### src/hdl/crsf_pkg.sv
// ----------------------------------------------------------------------------
// crsf_pkg
// Shared types, constants and helper functions of the CRSF frame receiver.
// ----------------------------------------------------------------------------
package crsf_pkg;

    // Payload store
    localparam int PAYLOAD_DEPTH = 64;
    localparam int ADDR_W        = $clog2(PAYLOAD_DEPTH);

    // Frame layout
    localparam int HEADER_BYTES  = 2;
    localparam int MIN_FRAME_LEN = 2;
    localparam int LEN_W         = 6;

    // Channel decode
    localparam int NUM_CHANNELS    = 24;
    localparam int LEGACY_CHANNELS = 16;
    localparam int LEGACY_BITS     = 11;
    localparam int LEGACY_BASE     = 1;
    localparam int SUBSET_BASE     = HEADER_BYTES;
    localparam int SUBSET_BITS_MIN = 10;
    localparam int LEGACY_AVAIL    = LEGACY_CHANNELS * LEGACY_BITS;

    // Datapath widths
    localparam int BUF_W  = 20;   // widest channel plus one byte less one bit
    localparam int CNT_W  = 5;
    localparam int POS_W  = 9;
    localparam int BITS_W = 4;
    localparam int IDX_W  = 5;
    localparam int VAL_W  = 13;
    localparam int RES_W  = 3;
    localparam int ST_W   = 2;
    localparam int OUT_W  = 24;

    localparam logic [7:0] CRC_POLY = 8'hD5;

    // Configuration register indexes
    typedef enum logic [2:0] {
        REG_MAX_LEN     = 3'd0,
        REG_LEGACY_TYPE = 3'd1,
        REG_SUBSET_TYPE = 3'd2,
        REG_CMD_TYPE    = 3'd3,
        REG_ADDR_RX     = 3'd4,
        REG_ADDR_TX     = 3'd5,
        REG_ADDR_SYNC   = 3'd6,
        REG_ADDR_BCAST  = 3'd7
    } cfg_reg_t;

    // Frame status codes
    typedef enum logic [ST_W-1:0] {
        ST_NONE   = 2'd0,
        ST_GOOD   = 2'd1,
        ST_LEGACY = 2'd2
    } frame_status_t;

    localparam logic [RES_W-1:0] RES_LEGACY = 3'd0;

    // Controller to datapath
    typedef struct packed {
        logic accept;   // input word taken this cycle
        logic fetch;    // issue store read
        logic load;     // append read byte to bit buffer
        logic emit;     // write one channel word to output register
    } ctrl_cmd_t;

    // Datapath to controller
    typedef struct packed {
        logic out_free;     // output register can take a word
        logic decode;       // current input word closes a frame needing decode
        logic load_enough;  // after this load a channel is complete
        logic emit_enough;  // after this emit another channel is complete
        logic last_chan;    // channel in the buffer is the final one
    } dp_stat_t;

    function automatic logic [7:0] crc8_next(input logic [7:0] crc, input logic [7:0] data);
        logic [7:0] c;
        c = crc ^ data;
        for (int i = 0; i < 8; i++)
        begin
            c = c[7] ? ((c << 1) ^ CRC_POLY) : (c << 1);
        end
        return c;
    endfunction

    function automatic logic [VAL_W-1:0] chan_mask(input logic [BITS_W-1:0] bits);
        logic [VAL_W-1:0] m;
        case (bits)
            4'd10:   m = 13'h03FF;
            4'd11:   m = 13'h07FF;
            4'd12:   m = 13'h0FFF;
            default: m = 13'h1FFF;
        endcase
        return m;
    endfunction

endpackage

### src/hdl/crsf_ram.sv
// ----------------------------------------------------------------------------
// crsf_ram
// Generic single-port-write, single-port-read RAM with registered read data.
// ----------------------------------------------------------------------------
module crsf_ram #(
    parameter int WIDTH = 8,
    parameter int DEPTH = 64
) (
    input  logic                     clk,
    input  logic                     we,
    input  logic [$clog2(DEPTH)-1:0] waddr,
    input  logic [WIDTH-1:0]         wdata,
    input  logic                     re,
    input  logic [$clog2(DEPTH)-1:0] raddr,
    output logic [WIDTH-1:0]         rdata
);

    logic [WIDTH-1:0] mem [DEPTH];
    logic [WIDTH-1:0] rdata_reg;

    always_ff @(posedge clk)
    begin
        if (we)
        begin
            mem[waddr] <= wdata;
        end
        if (re)
        begin
            rdata_reg <= mem[raddr];
        end
    end

    assign rdata = rdata_reg;

endmodule

### src/hdl/crsf_dp.sv
// ----------------------------------------------------------------------------
// crsf_dp
// Datapath: config registers, frame tracking, CRC, payload store, channel
// bit unpacker and output register.
// ----------------------------------------------------------------------------
module crsf_dp (
    input  logic                        clk,
    input  logic                        rst_n,
    input  logic                        cfg_wen,
    input  logic [2:0]                  cfg_addr,
    input  logic [7:0]                  cfg_wdata,
    input  logic [7:0]                  rx_byte,
    input  crsf_pkg::ctrl_cmd_t         cmd,
    output crsf_pkg::dp_stat_t          stat,
    output logic                        m_tvalid,
    input  logic                        m_tready,
    output logic [crsf_pkg::OUT_W-1:0]  m_tdata,
    output logic                        m_tuser,
    output logic                        m_tlast
);

    // Config
    logic [crsf_pkg::LEN_W-1:0] max_len_reg;
    logic [7:0] legacy_type_reg, subset_type_reg, cmd_type_reg;
    logic [7:0] addr_rx_reg, addr_tx_reg, addr_sync_reg, addr_bcast_reg;

    // Frame tracking
    logic                        in_frame_reg, in_frame_next;
    logic [crsf_pkg::LEN_W-1:0]  len_reg, len_next;
    logic [crsf_pkg::LEN_W-1:0]  byte_cnt_reg, byte_cnt_next;
    logic [7:0]                  crc_reg, crc_next;
    logic [7:0]                  type_reg, type_next;
    logic [7:0]                  sub_cfg_reg, sub_cfg_next;
    logic [crsf_pkg::PAYLOAD_DEPTH-1:0] vld_reg, vld_next;
    logic                        vld_q_reg, vld_q_next;

    // Unpacker
    logic [crsf_pkg::BUF_W-1:0]  buf_reg, buf_next;
    logic [crsf_pkg::CNT_W-1:0]  cnt_reg, cnt_next;
    logic [crsf_pkg::POS_W-1:0]  pos_reg, pos_next;
    logic [crsf_pkg::POS_W-1:0]  avail_reg, avail_next;
    logic [crsf_pkg::BITS_W-1:0] bits_reg, bits_next;
    logic [crsf_pkg::IDX_W-1:0]  idx_reg, idx_next;
    logic [crsf_pkg::ADDR_W-1:0] rd_addr_reg, rd_addr_next;
    logic [crsf_pkg::ST_W-1:0]   dec_st_reg, dec_st_next;
    logic [crsf_pkg::RES_W-1:0]  dec_res_reg, dec_res_next;

    // Output register
    logic                        out_valid_reg, out_valid_next;
    logic [crsf_pkg::ST_W-1:0]   out_st_reg, out_st_next;
    logic                        out_chv_reg, out_chv_next;
    logic [crsf_pkg::IDX_W-1:0]  out_idx_reg, out_idx_next;
    logic [crsf_pkg::VAL_W-1:0]  out_val_reg, out_val_next;
    logic [crsf_pkg::RES_W-1:0]  out_res_reg, out_res_next;
    logic                        out_last_reg, out_last_next;

    // Combinational
    logic                        addr_hit, len_bad, frame_end, crc_ok;
    logic                        is_legacy, is_subset, is_cmd, sub_none, store_wr;
    logic [crsf_pkg::LEN_W-1:0]  cnt_inc;
    logic [crsf_pkg::POS_W-1:0]  sub_avail;
    logic [crsf_pkg::BITS_W-1:0] sub_bits;
    logic [crsf_pkg::IDX_W-1:0]  sub_start;
    logic [crsf_pkg::ST_W-1:0]   end_st;
    logic [7:0]                  ram_q, rd_byte;

    // Frame checks on the incoming word
    assign addr_hit = (rx_byte == addr_rx_reg) || (rx_byte == addr_tx_reg) ||
                      (rx_byte == addr_sync_reg) || (rx_byte == addr_bcast_reg);
    assign len_bad  = (rx_byte < 8'(crsf_pkg::MIN_FRAME_LEN)) ||
                      (rx_byte > {2'b00, max_len_reg});
    assign cnt_inc  = byte_cnt_reg + 1'b1;
    assign frame_end = in_frame_reg && (len_reg != '0) && (cnt_inc >= len_reg);
    assign crc_ok    = (crc_reg == rx_byte);

    assign is_legacy = (type_reg == legacy_type_reg);
    assign is_subset = (type_reg == subset_type_reg);
    assign is_cmd    = (type_reg == cmd_type_reg);

    // Subset frame: bits of channel data after type and config byte
    assign sub_avail = (len_reg >= crsf_pkg::LEN_W'(crsf_pkg::HEADER_BYTES + 1)) ?
                       {len_reg - crsf_pkg::LEN_W'(crsf_pkg::HEADER_BYTES + 1), 3'b000} :
                       '0;
    assign sub_bits  = crsf_pkg::BITS_W'(crsf_pkg::SUBSET_BITS_MIN) + {2'b00, sub_cfg_reg[6:5]};
    assign sub_start = sub_cfg_reg[4:0];
    assign sub_none  = (sub_avail < {5'b0, sub_bits}) ||
                       ({1'b0, sub_start} >= 6'(crsf_pkg::NUM_CHANNELS));

    assign stat.decode = frame_end && crc_ok && (is_legacy || (is_subset && !sub_none));

    always_comb
    begin
        end_st = crsf_pkg::ST_NONE;
        if (frame_end && crc_ok && !is_legacy && (is_subset || is_cmd))
        begin
            end_st = crsf_pkg::ST_GOOD;
        end
    end

    assign store_wr = cmd.accept && in_frame_reg && (len_reg != '0) && !frame_end;

    crsf_ram #(
        .WIDTH (8),
        .DEPTH (crsf_pkg::PAYLOAD_DEPTH)
    ) u_store (
        .clk   (clk),
        .we    (store_wr),
        .waddr (crsf_pkg::ADDR_W'(byte_cnt_reg)),
        .wdata (rx_byte),
        .re    (cmd.fetch),
        .raddr (rd_addr_reg),
        .rdata (ram_q)
    );

    // Entries never written since reset read as zero
    assign rd_byte = ram_q & {8{vld_q_reg}};

    assign stat.out_free    = !out_valid_reg || m_tready;
    assign stat.load_enough = ({1'b0, cnt_reg} + 6'd8) >= {2'b00, bits_reg};
    assign stat.emit_enough = {1'b0, cnt_reg} >= {1'b0, bits_reg, 1'b0};
    assign stat.last_chan   = (({1'b0, pos_reg} + {5'b0, bits_reg, 1'b0}) > {1'b0, avail_reg}) ||
                              (({1'b0, idx_reg} + 6'd1) >= 6'(crsf_pkg::NUM_CHANNELS));

    always_comb
    begin
        in_frame_next = in_frame_reg;
        len_next      = len_reg;
        byte_cnt_next = byte_cnt_reg;
        crc_next      = crc_reg;
        type_next     = type_reg;
        sub_cfg_next  = sub_cfg_reg;
        vld_next      = vld_reg;
        vld_q_next    = vld_q_reg;
        buf_next      = buf_reg;
        cnt_next      = cnt_reg;
        pos_next      = pos_reg;
        avail_next    = avail_reg;
        bits_next     = bits_reg;
        idx_next      = idx_reg;
        rd_addr_next  = rd_addr_reg;
        dec_st_next   = dec_st_reg;
        dec_res_next  = dec_res_reg;
        out_valid_next = out_valid_reg && !m_tready;
        out_st_next   = out_st_reg;
        out_chv_next  = out_chv_reg;
        out_idx_next  = out_idx_reg;
        out_val_next  = out_val_reg;
        out_res_next  = out_res_reg;
        out_last_next = out_last_reg;

        if (cmd.accept)
        begin
            if (!in_frame_reg)
            begin
                if (addr_hit)
                begin
                    in_frame_next = 1'b1;
                    len_next      = '0;
                end
            end
            else if (len_reg == '0)
            begin
                crc_next      = '0;
                byte_cnt_next = '0;
                if (len_bad)
                begin
                    in_frame_next = 1'b0;
                    len_next      = '0;
                end
                else
                begin
                    len_next = rx_byte[crsf_pkg::LEN_W-1:0];
                end
            end
            else if (frame_end)
            begin
                in_frame_next = 1'b0;
                len_next      = '0;
                byte_cnt_next = cnt_inc;
                if (stat.decode)
                begin
                    buf_next     = '0;
                    cnt_next     = '0;
                    pos_next     = '0;
                    if (is_legacy)
                    begin
                        avail_next   = crsf_pkg::POS_W'(crsf_pkg::LEGACY_AVAIL);
                        bits_next    = crsf_pkg::BITS_W'(crsf_pkg::LEGACY_BITS);
                        idx_next     = '0;
                        rd_addr_next = crsf_pkg::ADDR_W'(crsf_pkg::LEGACY_BASE);
                        dec_st_next  = crsf_pkg::ST_LEGACY;
                        dec_res_next = crsf_pkg::RES_LEGACY;
                    end
                    else
                    begin
                        avail_next   = sub_avail;
                        bits_next    = sub_bits;
                        idx_next     = sub_start;
                        rd_addr_next = crsf_pkg::ADDR_W'(crsf_pkg::SUBSET_BASE);
                        dec_st_next  = crsf_pkg::ST_GOOD;
                        dec_res_next = {1'b0, sub_cfg_reg[6:5]} + 3'd1;
                    end
                end
            end
            else
            begin
                byte_cnt_next = cnt_inc;
                crc_next      = crsf_pkg::crc8_next(crc_reg, rx_byte);
                vld_next[crsf_pkg::ADDR_W'(byte_cnt_reg)] = 1'b1;
                if (byte_cnt_reg == '0)
                begin
                    type_next = rx_byte;
                end
                if (byte_cnt_reg == crsf_pkg::LEN_W'(1))
                begin
                    sub_cfg_next = rx_byte;
                end
            end

            // Every word that needs no channel decode yields one status word
            if (!stat.decode)
            begin
                out_valid_next = 1'b1;
                out_st_next    = end_st;
                out_chv_next   = 1'b0;
                out_idx_next   = '0;
                out_val_next   = '0;
                out_res_next   = '0;
                out_last_next  = 1'b1;
            end
        end

        if (cmd.fetch)
        begin
            vld_q_next = vld_reg[rd_addr_reg];
        end

        if (cmd.load)
        begin
            buf_next     = buf_reg | (crsf_pkg::BUF_W'(rd_byte) << cnt_reg);
            cnt_next     = cnt_reg + crsf_pkg::CNT_W'(8);
            rd_addr_next = rd_addr_reg + 1'b1;
        end

        if (cmd.emit)
        begin
            out_valid_next = 1'b1;
            out_st_next    = dec_st_reg;
            out_chv_next   = 1'b1;
            out_idx_next   = idx_reg;
            out_val_next   = buf_reg[crsf_pkg::VAL_W-1:0] & crsf_pkg::chan_mask(bits_reg);
            out_res_next   = dec_res_reg;
            out_last_next  = stat.last_chan;
            buf_next       = buf_reg >> bits_reg;
            cnt_next       = cnt_reg - {1'b0, bits_reg};
            pos_next       = pos_reg + {5'b0, bits_reg};
            idx_next       = idx_reg + 1'b1;
        end
    end

    // Config port
    always_ff @(posedge clk or negedge rst_n)
    begin
        if (!rst_n)
        begin
            max_len_reg     <= 6'd62;
            legacy_type_reg <= 8'd22;
            subset_type_reg <= 8'd23;
            cmd_type_reg    <= 8'd50;
            addr_rx_reg     <= 8'd236;
            addr_tx_reg     <= 8'd238;
            addr_sync_reg   <= 8'd200;
            addr_bcast_reg  <= 8'd0;
        end
        else if (cfg_wen)
        begin
            case (crsf_pkg::cfg_reg_t'(cfg_addr))
                crsf_pkg::REG_MAX_LEN:     max_len_reg     <= cfg_wdata[crsf_pkg::LEN_W-1:0];
                crsf_pkg::REG_LEGACY_TYPE: legacy_type_reg <= cfg_wdata;
                crsf_pkg::REG_SUBSET_TYPE: subset_type_reg <= cfg_wdata;
                crsf_pkg::REG_CMD_TYPE:    cmd_type_reg    <= cfg_wdata;
                crsf_pkg::REG_ADDR_RX:     addr_rx_reg     <= cfg_wdata;
                crsf_pkg::REG_ADDR_TX:     addr_tx_reg     <= cfg_wdata;
                crsf_pkg::REG_ADDR_SYNC:   addr_sync_reg   <= cfg_wdata;
                crsf_pkg::REG_ADDR_BCAST:  addr_bcast_reg  <= cfg_wdata;
                default: ;
            endcase
        end
    end

    // Control state
    always_ff @(posedge clk or negedge rst_n)
    begin
        if (!rst_n)
        begin
            in_frame_reg  <= 1'b0;
            len_reg       <= '0;
            byte_cnt_reg  <= '0;
            crc_reg       <= '0;
            type_reg      <= '0;
            sub_cfg_reg   <= '0;
            vld_reg       <= '0;
            out_valid_reg <= 1'b0;
        end
        else
        begin
            in_frame_reg  <= in_frame_next;
            len_reg       <= len_next;
            byte_cnt_reg  <= byte_cnt_next;
            crc_reg       <= crc_next;
            type_reg      <= type_next;
            sub_cfg_reg   <= sub_cfg_next;
            vld_reg       <= vld_next;
            out_valid_reg <= out_valid_next;
        end
    end

    // Payload registers
    always_ff @(posedge clk)
    begin
        vld_q_reg    <= vld_q_next;
        buf_reg      <= buf_next;
        cnt_reg      <= cnt_next;
        pos_reg      <= pos_next;
        avail_reg    <= avail_next;
        bits_reg     <= bits_next;
        idx_reg      <= idx_next;
        rd_addr_reg  <= rd_addr_next;
        dec_st_reg   <= dec_st_next;
        dec_res_reg  <= dec_res_next;
        out_st_reg   <= out_st_next;
        out_chv_reg  <= out_chv_next;
        out_idx_reg  <= out_idx_next;
        out_val_reg  <= out_val_next;
        out_res_reg  <= out_res_next;
        out_last_reg <= out_last_next;
    end

    assign m_tvalid = out_valid_reg;
    assign m_tdata  = {1'b0, out_res_reg, out_val_reg, out_idx_reg, out_st_reg};
    assign m_tuser  = out_chv_reg;
    assign m_tlast  = out_last_reg;

endmodule

### src/hdl/crsf_ctrl.sv
// ----------------------------------------------------------------------------
// crsf_ctrl
// Sequencer: takes input words, then walks the channel unpacker through
// fetch, load and emit steps after a good RC frame.
// ----------------------------------------------------------------------------
module crsf_ctrl (
    input  logic                clk,
    input  logic                rst_n,
    input  logic                s_tvalid,
    output logic                s_tready,
    input  crsf_pkg::dp_stat_t  stat,
    output crsf_pkg::ctrl_cmd_t cmd
);

    typedef enum logic [3:0] {
        S_IDLE  = 4'b0001,
        S_FETCH = 4'b0010,
        S_LOAD  = 4'b0100,
        S_EMIT  = 4'b1000
    } state_t;

    state_t state_reg, state_next;

    assign s_tready = (state_reg == S_IDLE) && stat.out_free;

    always_comb
    begin
        state_next = state_reg;
        cmd        = '0;
        case (state_reg)
            S_IDLE:
            begin
                cmd.accept = s_tvalid && s_tready;
                if (cmd.accept && stat.decode)
                begin
                    state_next = S_FETCH;
                end
            end
            S_FETCH:
            begin
                cmd.fetch  = 1'b1;
                state_next = S_LOAD;
            end
            S_LOAD:
            begin
                cmd.load   = 1'b1;
                state_next = stat.load_enough ? S_EMIT : S_FETCH;
            end
            S_EMIT:
            begin
                if (stat.out_free)
                begin
                    cmd.emit = 1'b1;
                    if (stat.last_chan)
                    begin
                        state_next = S_IDLE;
                    end
                    else if (stat.emit_enough)
                    begin
                        state_next = S_EMIT;
                    end
                    else
                    begin
                        state_next = S_FETCH;
                    end
                end
            end
            default:
            begin
                state_next = S_IDLE;
            end
        endcase
    end

    always_ff @(posedge clk or negedge rst_n)
    begin
        if (!rst_n)
        begin
            state_reg <= S_IDLE;
        end
        else
        begin
            state_reg <= state_next;
        end
    end

endmodule

### src/hdl/crsf_frame_receiver.sv
// ----------------------------------------------------------------------------
// crsf_frame_receiver
// CRSF frame receiver: finds frames in a byte stream, checks length and
// CRC-8 (poly 0xD5) and unpacks RC channels of good legacy and subset frames.
// ----------------------------------------------------------------------------
//
//  Channel   Dir  Handshake          Contents
//  s_*       in   tvalid/tready      tdata[7:0] rx_byte
//  m_*       out  tvalid/tready      tdata status/index/value/res, tuser
//                                    channel_valid, tlast last_result
//  cfg_*     in   cfg_wen strobe     cfg_addr register index, cfg_wdata value
//
//  One input word per cycle while no decode runs and the output register
//  is free; its status word sits in the output register the cycle after.
//  A good RC frame runs the unpacker: a fetch and a load step per store
//  byte read (one registered RAM read port) plus an emit step per channel,
//  sixteen channels for a legacy frame; s_tready is low meanwhile.
//  Output stalls hold the output register and stop input and unpacking.
//  Reset clears frame state and the per-entry valid bits of the payload
//  store at once; no clearing pass.
//
module crsf_frame_receiver (
    input  logic                       clk,
    input  logic                       rst_n,
    // input words
    input  logic                       s_tvalid,
    output logic                       s_tready,
    input  logic [7:0]                 s_tdata,   // [7:0] rx_byte
    // result words
    output logic                       m_tvalid,
    input  logic                       m_tready,
    output logic [crsf_pkg::OUT_W-1:0] m_tdata,   // [1:0] frame_status, [6:2] channel_index,
                                                  // [19:7] channel_value, [22:20] resolution,
                                                  // [23] zero
    output logic                       m_tuser,   // [0] channel_valid
    output logic                       m_tlast,   // last_result
    // configuration writes
    input  logic                       cfg_wen,
    input  logic [2:0]                 cfg_addr,
    input  logic [7:0]                 cfg_wdata
);

    crsf_pkg::ctrl_cmd_t cmd;
    crsf_pkg::dp_stat_t  stat;

    // Sequencer
    crsf_ctrl u_ctrl (
        .clk      (clk),
        .rst_n    (rst_n),
        .s_tvalid (s_tvalid),
        .s_tready (s_tready),
        .stat     (stat),
        .cmd      (cmd)
    );

    // Frame checks, payload store, unpacker and output register
    crsf_dp u_dp (
        .clk       (clk),
        .rst_n     (rst_n),
        .cfg_wen   (cfg_wen),
        .cfg_addr  (cfg_addr),
        .cfg_wdata (cfg_wdata),
        .rx_byte   (s_tdata),
        .cmd       (cmd),
        .stat      (stat),
        .m_tvalid  (m_tvalid),
        .m_tready  (m_tready),
        .m_tdata   (m_tdata),
        .m_tuser   (m_tuser),
        .m_tlast   (m_tlast)
    );

endmodule

### config.mk
export PLATFORM = sky130hd
export DESIGN_NAME = crsf_frame_receiver
export DESIGN_NICKNAME = d
export VERILOG_FILES = /design/src/hdl/crsf_pkg.sv /design/src/hdl/crsf_ram.sv /design/src/hdl/crsf_dp.sv /design/src/hdl/crsf_ctrl.sv /design/src/hdl/crsf_frame_receiver.sv
export SDC_FILE = /design/constraint.sdc
export NUM_CORES = 1
export LEC_CHECK = 0
export BUFFER_PORTS_ARGS = -buffer_cell sky130_fd_sc_hd__buf_2
export CORE_UTILIZATION = 60
export DETAILED_ROUTE_END_ITERATION = 7
export PLACE_DENSITY = 0.88
export SLEW_MARGIN = 20
export SYNTH_ARGS = -nofsm -noshare
export SYNTH_HDL_FRONTEND = slang
export SYNTH_SLANG_ARGS = --single-unit
### constraint.sdc
create_clock -name clk -period 4.7 [get_ports clk]
set_input_delay 0.94 -clock clk [delete_from_list [all_inputs] [get_ports clk]]
set_output_delay 0.94 -clock clk [all_outputs]
set_load 0.02 [all_outputs]
# ---- Word level (Yosys, flattened, before mapping)
# Memories as Yosys holds them, arrays and structs flattened. A register that Yosys moved wholly into a read port is not among the register bits.
# Index checks and enable logic that the tools add are counted.
# W data, S select, Z words.
dict set report totals {
  register_bits 256
  mem_bits_rw 512
  output_inout_bits 28
  memories 1
}
dict set report classes {
  addsub 12
  magnitude_cmp 13
  n_eq_ne 31
  n_shift 2
  mux 95
  bitwise_logic 16
  n_reduce_logical 67
}
# name depth word_bits read_ports rd_ports_with_merged_regs wr line_no
set memory_table {}
lappend memory_table {u_dp.u_store.mem 64 8 1 1 1 crsf_ram.sv:18} ;# logic [WIDTH-1:0] mem [DEPTH];
# operator n
set op_table {}
lappend op_table {{$mux W20} 7}
lappend op_table {{$mux W5} 17}
lappend op_table {{$mux W8} 10}
lappend op_table {{$mux W6} 12}
lappend op_table {{$eq A8 B8 Y1} 8}
lappend op_table {{$or A64 B64 Y64} 1}
lappend op_table {{$mux W9} 7}
lappend op_table {{$mux W13} 4}
lappend op_table {{$not A5 Y5} 8}
lappend op_table {{$pmux W13 S3} 1}
lappend op_table {{$reduce_and A5 Y1} 6}
lappend op_table {{$reduce_and A2 Y1} 12}
lappend op_table {{$mux W1} 21}
lappend op_table {{$mux W4} 5}
lappend op_table {{$or A20 B20 Y20} 1}
lappend op_table {{$shl A8 B5 Y20} 1}
lappend op_table {{$shr A20 B4 Y20} 1}
lappend op_table {{$reduce_bool A2 Y1} 9}
lappend op_table {{$eq A4 B4 Y1 const B} 4}
lappend op_table {{$pmux W4 S4} 1}
lappend op_table {{$logic_and A1 B1 Y1} 15}
lappend op_table {{$lt A6 B7 Y1 const B} 2}
lappend op_table {{$and A13 B13 Y13} 1}
lappend op_table {{$add A6 B1 Y6 const B} 2}
lappend op_table {{46 further kinds} 80}

# ---- Logic depth before layout (Yosys ltp)
# Gate-level depths: netlist of run 1.
dict set report logic_depth {
  word_depth 19
  ltp_mapped 13
  depth_no_buf 13
}

# ---- By module
# From an unflattened synthesis of run 1, not the netlist that was laid out.
dict set report hier_totals {
  cells_unflattened 2121
  hier_area_um2 33808.7
}
# mod n_inst cells_each area_per_inst_um2
set modules_own_cells {}
lappend modules_own_cells {crsf_ram 1 972 20270.7}
lappend modules_own_cells {crsf_dp 1 1114 13246.5}
lappend modules_own_cells {crsf_ctrl 1 35 291.5}

# ---- Worst setup path after synthesis of run 1
# OpenSTA, ideal clock, no wires.
dict set report synth_timing {
  path_type {input to register}
  start {input port s_tdata[6]}
  end {register u_dp.buf_reg[0] (netlist bit), enable pin}
  setup_time_ps 382
  t_arrival_ps 3009
  required_ps 4318
  setup_slack_ps 1308
  stages 9
  path_buffers 2
  path_cell_list {clkbuf_1 -> xnor2_1 -> ha_1 -> nand2_1 -> nor4_2 -> nand3_1 -> or3_1 -> buf_2 -> nand3_1}
}
dict set report synth_via {
  elab_chain_len 5
}
# element line_no
set synth_rtl {}
lappend synth_rtl {{start, declared} crsf_frame_receiver.sv:28} ;# input logic [7:0] s_tdata,
lappend synth_rtl {{$eq A8 B8 Y1} crsf_dp.sv:74} ;# assign crc_ok = (crc_reg == rx_byte);
lappend synth_rtl {{$logic_and A1 B1 Y1 (2 in series)} crsf_dp.sv:89} ;# assign stat.decode = frame_end && crc_ok && (is_legacy || (is_subset && !sub_none));
lappend synth_rtl {{$reduce_bool A3 Y1 (no source line)} --}
lappend synth_rtl {{$reduce_and A5 Y1 (no source line)} --}
lappend synth_rtl {{end signal, assigned} crsf_dp.sv:322} ;# buf_reg <= buf_next;
lappend synth_rtl {{end, declared} crsf_dp.sv:38} ;# logic [crsf_pkg::BUF_W-1:0] buf_reg, buf_next;
# Every way passes these cells.
# A chain may end at the register's enable or synchronous reset.

# ---- Final worst setup path of run 1
dict set report layout_timing {
  start {register u_dp.byte_cnt_reg[2] (netlist bit)}
  end {memory u_dp.u_store.mem[22][2], enable pin}
}
dict set report layout_via {
  elab_chain_len 7
}
# element line_no
set layout_rtl {}
lappend layout_rtl {{start, declared} crsf_dp.sv:30} ;# logic [crsf_pkg::LEN_W-1:0] byte_cnt_reg, byte_cnt_next;
lappend layout_rtl {{start signal, assigned} crsf_dp.sv:309} ;# byte_cnt_reg <= byte_cnt_next;
lappend layout_rtl {{$add A6 B1 Y6} crsf_dp.sv:72} ;# assign cnt_inc = byte_cnt_reg + 1'b1;
lappend layout_rtl {{$ge A6 B6 Y1} crsf_dp.sv:73} ;# assign frame_end = in_frame_reg && (len_reg != '0) && (cnt_inc >= len_reg);
lappend layout_rtl {{$logic_and A1 B1 Y1} crsf_dp.sv:73}
lappend layout_rtl {{$logic_not A1 Y1} crsf_dp.sv:100} ;# assign store_wr = cmd.accept && in_frame_reg && (len_reg != '0) && !frame_end;
lappend layout_rtl {{$logic_and A1 B1 Y1} crsf_dp.sv:100}
lappend layout_rtl {{$mux W1} crsf_ram.sv:23} ;# if (we)
lappend layout_rtl {{$mux W1 (implied by the code)} crsf_ram.sv:25} ;# mem[waddr] <= wdata;
lappend layout_rtl {{end, declared} crsf_ram.sv:18}
# Parallel ways exist; a longest one is shown, timed or not.

==> metrics.md, run 1 <==
| Metric | Value |
|---|---|
| Final wirelength | `82300 µm` |
| Clk Tree Root Cell | `clkbuf_16` |
| Vias | `19.1k` |
| CP top delay family | `simple AND/OR/NAND/NOR gates` |
| Global-route wire length before repair | `124000 µm` |
| Worst EP arrival | `4.58 ns` |
| Adder-Cell Fraction of Synth Area | `0.0177` |
| CTS Buffer Depth | `3` |
| R2R Setup Slk | `0.37 ns` |
| Synthesis Warnings | `0` |
| DP HPWL | `48300 µm` |
| WP buf/inv | `0` |
| Number of global-route vias before repair | `19.4k` |
| Crit path time final | `4.33 ns` |
| Leak Pwr | `0.0133 µW` |
| Syn Nets | `2018` |
| Max-slew violations | `0` |
| Unrepaired setup endpoints after global routing | `false` |
| Initial Utilization | `0.611` |
| Reg area | `0.0224 mm²` |
| Largest stage delay on the critical path | `0.82 ns` |
| Filler instances | `3173` |
| DR iter-0 viols | `2566` |
| FP Rows | `85` |
| Yosys cell types | `75` |
| Max reg flops | `512` |
| Final net count | `2080` |
| Number of flops mapped to enable cells by yosys | `604` |
| Largest net degree at the start of global routing | `95` |
| Crit Path Max Fanout | `16` |
| Die area | `0.0561 mm²` |
| Post-synthesis compound-gate area fraction | `0.0423` |
| Vias per cell | `6.89` |
| Worst Setup Start Kind | `flip-flop` |
| Port Buffers | `50` |
| Final Core Density | `0.676` |
| Pwr/cell area | `430 mW/mm²` |
| Sequential area share after synthesis | `0.676` |
| Peak VDD IR | `0.314 mV` |
| Max_cap viols | `0` |
| Outcome | `complete, no violations` |
| Largest family of logic cells by synthesized area | `multiplexers` |
| Die H | `237 µm` |
| Synth Cell Area | `0.0331 mm²` |
| R2R depth | `9` |
| Clock buffers created by TritonCTS | `76` |
| CTS tree | `done` |
| Overall Global Routing Usage | `0.301` |
| GPL Wtd Cong | `0.884` |
| WL per Instance | `29.7 µm` |
| P&R area growth vs syn | `10.7%` |
| Worst path cell trace | `nand3_1 > nor2_1 > xor2_1 > ha_1 > a21oi_1 > o21ai_0 > nor2_2 > nand3b_1 > nor2_1` |
| Clock Latency Late Sink | `0.65 ns` |
| Setup violations, final | `0` |
| Top_reg_cell synth | `edfxtp_1` |
| Die X | `237 µm` |
| Critical Path RT | `4.95 ns` |
| Register bit count reported by yosys | `772` |
| Initial antenna violation count | `3` |
| Hold-fix buffers, CTS | `0` |
| Post-synthesis xor/xnor area fraction | `0.0283` |
| DR pass1 iterations | `6` |
| Clock sinks | `772` |
| GRT Residual Overflow | `0` |
| Hold Fails Final Rpt | `0` |
| Total Power | `15700 µW` |
| H-tree depth | `3` |
| Share of layout cells above drive strength 1 | `0.264` |
| Finished Layout Cells | `2770` |
| Post-Syn Instances | `1949` |
| RR Startpoint | `u_dp.byte_cnt_reg[2]$_DFFE_PN0P_` |
| Mean Syn Cell Area | `17.0 µm²` |
| Multiplexer area fraction after synthesis | `0.156` |
| Post-CTS Setup Repair Bufs | `0` |
| Post-route DRC | `0` |
| Clock Skews | `0.0375 ns` |
| Post-CTS resize count | `0` |
| I/O Pins | `52` |
| Top cell by count, worst path | `nor2_1` |
| Worst slew pin tran | `1.16 ns` |
| Endpoint type of the worst setup path | `flip-flop` |
| Routed Antenna Nets | `0` |
| Simple-gate share of the synthesized area | `0.0609` |
| Slowest CP cell | `nor2_1` |
| Area occupied by multi-input gates | `0.0101 mm²` |
| Worst min-delay path category | `input port to asynchronous set/reset pin` |
| CTS clk-pin slew, worst paths | `0.07 ns` |
| FMAX | `231 MHz` |
| Final period utilization | `0.920` |
| CP Class | `flip-flop to flip-flop` |
| Asr flop ratio synth | `0.216` |
| R2r endpoint | `u_dp.u_store.mem[22][2]$_DFFE_PP_` |
| Max-Slew Margin vs Limit | `0.224` |
| Placed cell count | `2629` |
| Final setup TNS | `0 ns` |
| CORE AREA | `0.0541 mm²` |
cell usage after synthesis (5+ instances only):
master	count	area, µm²
clkbuf_1	60	225
mux2i_1	19	190
nor2_1	114	428
a211oi_1	7	52.6
o22ai_1	7	43.8
xor2_1	70	613
a31oi_1	10	62.6
a41o_1	6	60.1
or2_2	32	200
dfrtp_1	137	3430
xnor2_1	37	324
a22o_1	9	78.8
nand3_1	27	135
or3_1	10	62.6
mux4_2	181	4080
inv_1	37	139
a22oi_1	19	143
o21ai_0	42	210
nand2b_1	5	31.3
nand4_1	13	81.3
nor3_1	12	60.1
o21bai_1	32	240
o21a_1	5	37.5
a21o_1	8	60.1
buf_1	12	45.0
and3_1	29	181
nor4_1	14	87.6
buf_2	26	130
ha_1	42	526
nor4b_1	5	43.8
dfstp_2	30	788
mux2_2	79	890
a21oi_1	40	200
edfxtp_1	604	18100
nor2b_1	12	75.1
nand2_1	80	300
and2_1	12	75.1
kinds of logic after synthesis:
logic type	after synthesis
buffers and inverters	146
AO/OA/AOI/OAI	208
multiplexers	279
flip-flops	772
AND/OR/NAND/NOR	391
XOR/XNOR	107
other	1
adder cells (fa/ha/maj)	45
worst max-delay path by stage:
stage	startpoint	to	slack, ns	depth (start not counted)
global placement	u_dp.byte_cnt_reg[0]$_DFFE_PN0P_	u_dp.u_store.mem[31][0]$_DFFE_PP_	0.79	10
floorplan	s_tdata[6]	u_dp.buf_reg[0]$_DFFE_PP_	1.31	9
finish	u_dp.byte_cnt_reg[2]$_DFFE_PN0P_	u_dp.u_store.mem[22][2]$_DFFE_PP_	0.37	9
CTS	u_dp.byte_cnt_reg[0]$_DFFE_PN0P_	u_dp.u_store.mem[9][5]$_DFFE_PP_	0.48	10
global route	u_dp.byte_cnt_reg[2]$_DFFE_PN0P_	u_dp.out_val_reg[11]$_SDFFCE_PN0P_	0.11	9
detailed placement	u_dp.byte_cnt_reg[0]$_DFFE_PN0P_	u_dp.u_store.mem[9][5]$_DFFE_PP_	0.61	10
placed cells by master (no fill, tap or decap), drive strengths merged, types with 9 or more instances in the layout:
cell    Yosys  routed
and2       13      13
or2        32      32
nand2      81      81
xnor2      37      37
a22oi      19      19
o21ai      42      42
nor3       12      12
buf        45      89
dfstp      30      30
a22o        9       9
a21oi      40      40
inv        37      42
edfxtp    604     604
mux2       79      79
nand4      13      13
clkinv      4      25
nand3      27      27
nor2b      12      12
nor4       15      15
and3       30      30
a31oi      10      10
o21bai     34      34
ha         42      42
mux4      181     181
dfrtp     137     137
clkbuf     60     107
mux2i      19      19
or3        10      10
nor2      115     115
xor2       70      70
metal layers:
metal  vias up  global-route usage  share of wire
met4         4               0.141          0.047
met5         -                   0        0.00030
met3       279              0.0664          0.097
met1      9767               0.388           0.36
li1       7715                   -              -
met2      1330               0.493           0.50
power by group:
part	switching, µW	internal (µW)	leakage (µW)	total [µW]
sequential	249	7670	0.00757	7920
clock	2680	3450	0.00122	6130
combinational	1080	614	0.00446	1690
area by class of cell:
class | instances | share of cell area
clock inverters | 33 | 0.00984
multi-input cells | 1031 | 0.276
flip-flops and latches | 772 | 0.611
repair buffers | 89 | 0.0164
diodes | 1 | 0.0000683
inverters | 41 | 0.00420
clock buffers | 107 | 0.0585
well taps | 696 | 0.0238
stage by stage:
stage | setup slack, ns | hold WS (ns) | cell area, µm²
3_3_place_gp | 0.789 | 0.444 | 34100
3_5_place_dp | 0.613 | 0.450 | 34100
4_1_cts | 0.477 | 0.348 | 36600
2_1_floorplan | 1.31 | 0.434 | 33100
6_report | 0.374 | 0.316 | 36600
5_1_grt | 0.108 | 0.388 | 36600
No activity file was read; power rests on OpenSTA's default activity.
==> run 2: changes to the inputs <==
--- a/config.mk
+++ b/config.mk
@@ -8,7 +8,7 @@
 export BUFFER_PORTS_ARGS = -buffer_cell sky130_fd_sc_hd__buf_2
 export CORE_UTILIZATION = 60
 export DETAILED_ROUTE_END_ITERATION = 7
-export PLACE_DENSITY = 0.88
+export PLACE_DENSITY = 0.77
 export SLEW_MARGIN = 20
 export SYNTH_ARGS = -nofsm -noshare
 export SYNTH_HDL_FRONTEND = slang
==> metrics.md, run 2 (same netlist as run 1, synthesis figures left out) <==
| Metric | Value |
|---|---|
| Hold Fails Final Rpt | `0 (unchanged)` |
| Final Core Density | `0.676 (-0.000693)` |
| Vias per cell | `6.65 (-3.6%)` |
| FMAX | `235 MHz (+1.7%)` |
| Largest net degree at the start of global routing | `94 (-1.1%)` |
| Die H | `237 µm (unchanged)` |
| RR Startpoint | `u_dp.byte_cnt_reg[2]$_DFFE_PN0P_` |
| H-tree depth | `3 (unchanged)` |
| Vias | `18.4k (-3.6%)` |
| Unrepaired setup endpoints after global routing | `false` |
| Die area | `0.0561 mm² (unchanged)` |
| Hold-fix buffers, CTS | `0 (unchanged)` |
| Max reg flops | `512 (unchanged)` |
| Clock buffers created by TritonCTS | `76 (unchanged)` |
| Final period utilization | `0.905 (-0.0158)` |
| CP Class | `flip-flop to flip-flop` |
| CTS Buffer Depth | `3 (unchanged)` |
| Global-route wire length before repair | `118000 µm (-4.8%)` |
| Endpoint type of the worst setup path | `flip-flop` |
| Die X | `237 µm (unchanged)` |
| Final instance area | `0.0366 mm² (-0.10%)` |
| Pwr/cell area | `425 mW/mm² (-1.2%)` |
| Clock Latency Late Sink | `0.63 ns (-0.02 ns)` |
| Critical Path RT | `4.95 ns (about the same)` |
| Post-CTS Setup Repair Bufs | `0 (unchanged)` |
| Initial Utilization | `0.611 (unchanged)` |
| CORE AREA | `0.0541 mm² (unchanged)` |
| Worst setup path startpoint | `u_dp.byte_cnt_reg[2]$_DFFE_PN0P_` |
| Place WS | `0.640 ns (+0.0264 ns)` |
| Final WS setup | `0.448 ns (+0.0743 ns)` |
| Total Power | `15500 µW (-1.3%)` |
| Outcome | `complete, no violations` |
| Crit path time final | `4.25 ns (-0.0743 ns)` |
| Post-route DRC | `0 (unchanged)` |
| I/O Pins | `52 (unchanged)` |
| Placed cell area | `0.0341 mm² (about the same)` |
| Max_cap viols | `0 (unchanged)` |
| GPL Wtd Cong | `0.966 (+9.3%)` |
| P&R area growth vs syn | `10.5%` |
| Leak Pwr | `0.0132 µW (-0.18%)` |
| Number of global-route vias before repair | `18.6k (-4.3%)` |
| Final setup TNS | `0 ns (unchanged)` |
| Crit Path Max Fanout | `16 (unchanged)` |
| Routed Antenna Nets | `0 (unchanged)` |
| Worst min-delay path category | `input port to asynchronous set/reset pin` |
| FP Rows | `85 (unchanged)` |
| Initial antenna violation count | `2 (-1)` |
| DR iter-0 viols | `2105 (-18%)` |
| Share of layout cells above drive strength 1 | `0.259 (-0.00518)` |
| Worst Setup Start Kind | `flip-flop` |
| Overall Global Routing Usage | `0.287 (-0.0145)` |
| CTS clk-pin slew, worst paths | `0.06 ns (about the same)` |
| Setup violations, final | `0 (unchanged)` |
| Peak VDD IR | `0.279 mV (-11%)` |
| Max-slew violations | `0 (unchanged)` |
| GRT Residual Overflow | `0 (unchanged)` |
| CTS tree | `done` |
| Final net count | `2078 (-0.096%)` |
| Commonest cells after routing, fill and taps aside | `edfxtp_1, mux4_2, dfrtp_1` |
| WL per Instance | `28.1 µm (-5.5%)` |
| Port Buffers | `50 (unchanged)` |
| Worst slew pin tran | `1.03 ns (-0.133 ns)` |
| Commonest non-fill, non-tap cell in the layout | `edfxtp_1` |
| Clock sinks | `772 (unchanged)` |
| Worst EP arrival | `4.50 ns (-0.08 ns)` |
| Max-Slew Margin vs Limit | `0.314 (+0.0905)` |
| Final wirelength | `77700 µm (-5.5%)` |
| DP HPWL | `46300 µm (-4.2%)` |
| Clk Tree Root Cell | `clkbuf_16` |
| DR pass1 iterations | `5 (-1)` |
| Post-CTS resize count | `0 (unchanged)` |
| Clock Skews | `0.0220 ns (-0.0155 ns)` |
[run 2: area by class of cell]
type,count,area [µm²]
Fill cell,3418,17600
Tap cell,696,871
Timing Repair Buffer,87,609
Antenna cell,2,5.00
Clock buffer,101,2050
Inverter,41,154
Multi-Input combinational cell,1031,10100
Clock inverter,40,408
Sequential cell,772,22400
[run 2: through the flow]
step,hold WS (ns),cells
after floorplan,0.434,1949
after global placement,0.436,2627
after detailed placement,0.447,2627
after CTS,0.382,2768
after global routing,0.416,2768
final,0.368,2770
[run 2: final timing paths]
kind	endpoint	slack [ns]	cells after the start
min in group clk	u_dp.vld_reg[62]$_DFFE_PN0P_	0.46	1
max in group asynchronous	u_dp.crc_reg[4]$_DFFE_PN0P_	3.32	2
hold reg to reg	u_dp.vld_reg[62]$_DFFE_PN0P_	0.46	1
hold / removal	u_dp.addr_sync_reg[0]$_DFFE_PN0P_	0.37	1
setup reg to reg	u_dp.u_store.mem[5][5]$_DFFE_PP_	0.45	10
setup / recovery	u_dp.u_store.mem[5][5]$_DFFE_PP_	0.45	10
[run 2: critical path: stages, from the launching register on]
cell and delay, ns:
dfrtp_1 0.54, nand3_1 0.22, buf_4 0.22, nor2_1 0.16
xor2_1 0.22, ha_1 0.28, a21oi_1 0.19, o21ai_0 0.24
nor2_2 0.37, nand3b_1 0.62, nor2_1 0.80
[run 2: where the power goes]
| group | switching [µW] | total (µW) | internal [µW] |
|---|---|---|---|
| registers | 236 | 7910 | 7680 |
| logic | 991 | 1600 | 612 |
| clock network | 2600 | 6020 | 3430 |
[run 2: layer usage]
metal | part of all wire | GRT usage | vias up
met5 | 0.00017 | 0 | -
met4 | 0.030 | 0.102 | 2
met3 | 0.083 | 0.0465 | 144
met2 | 0.48 | 0.451 | 952
met1 | 0.41 | 0.413 | 9600
li1 | - | - | 7716
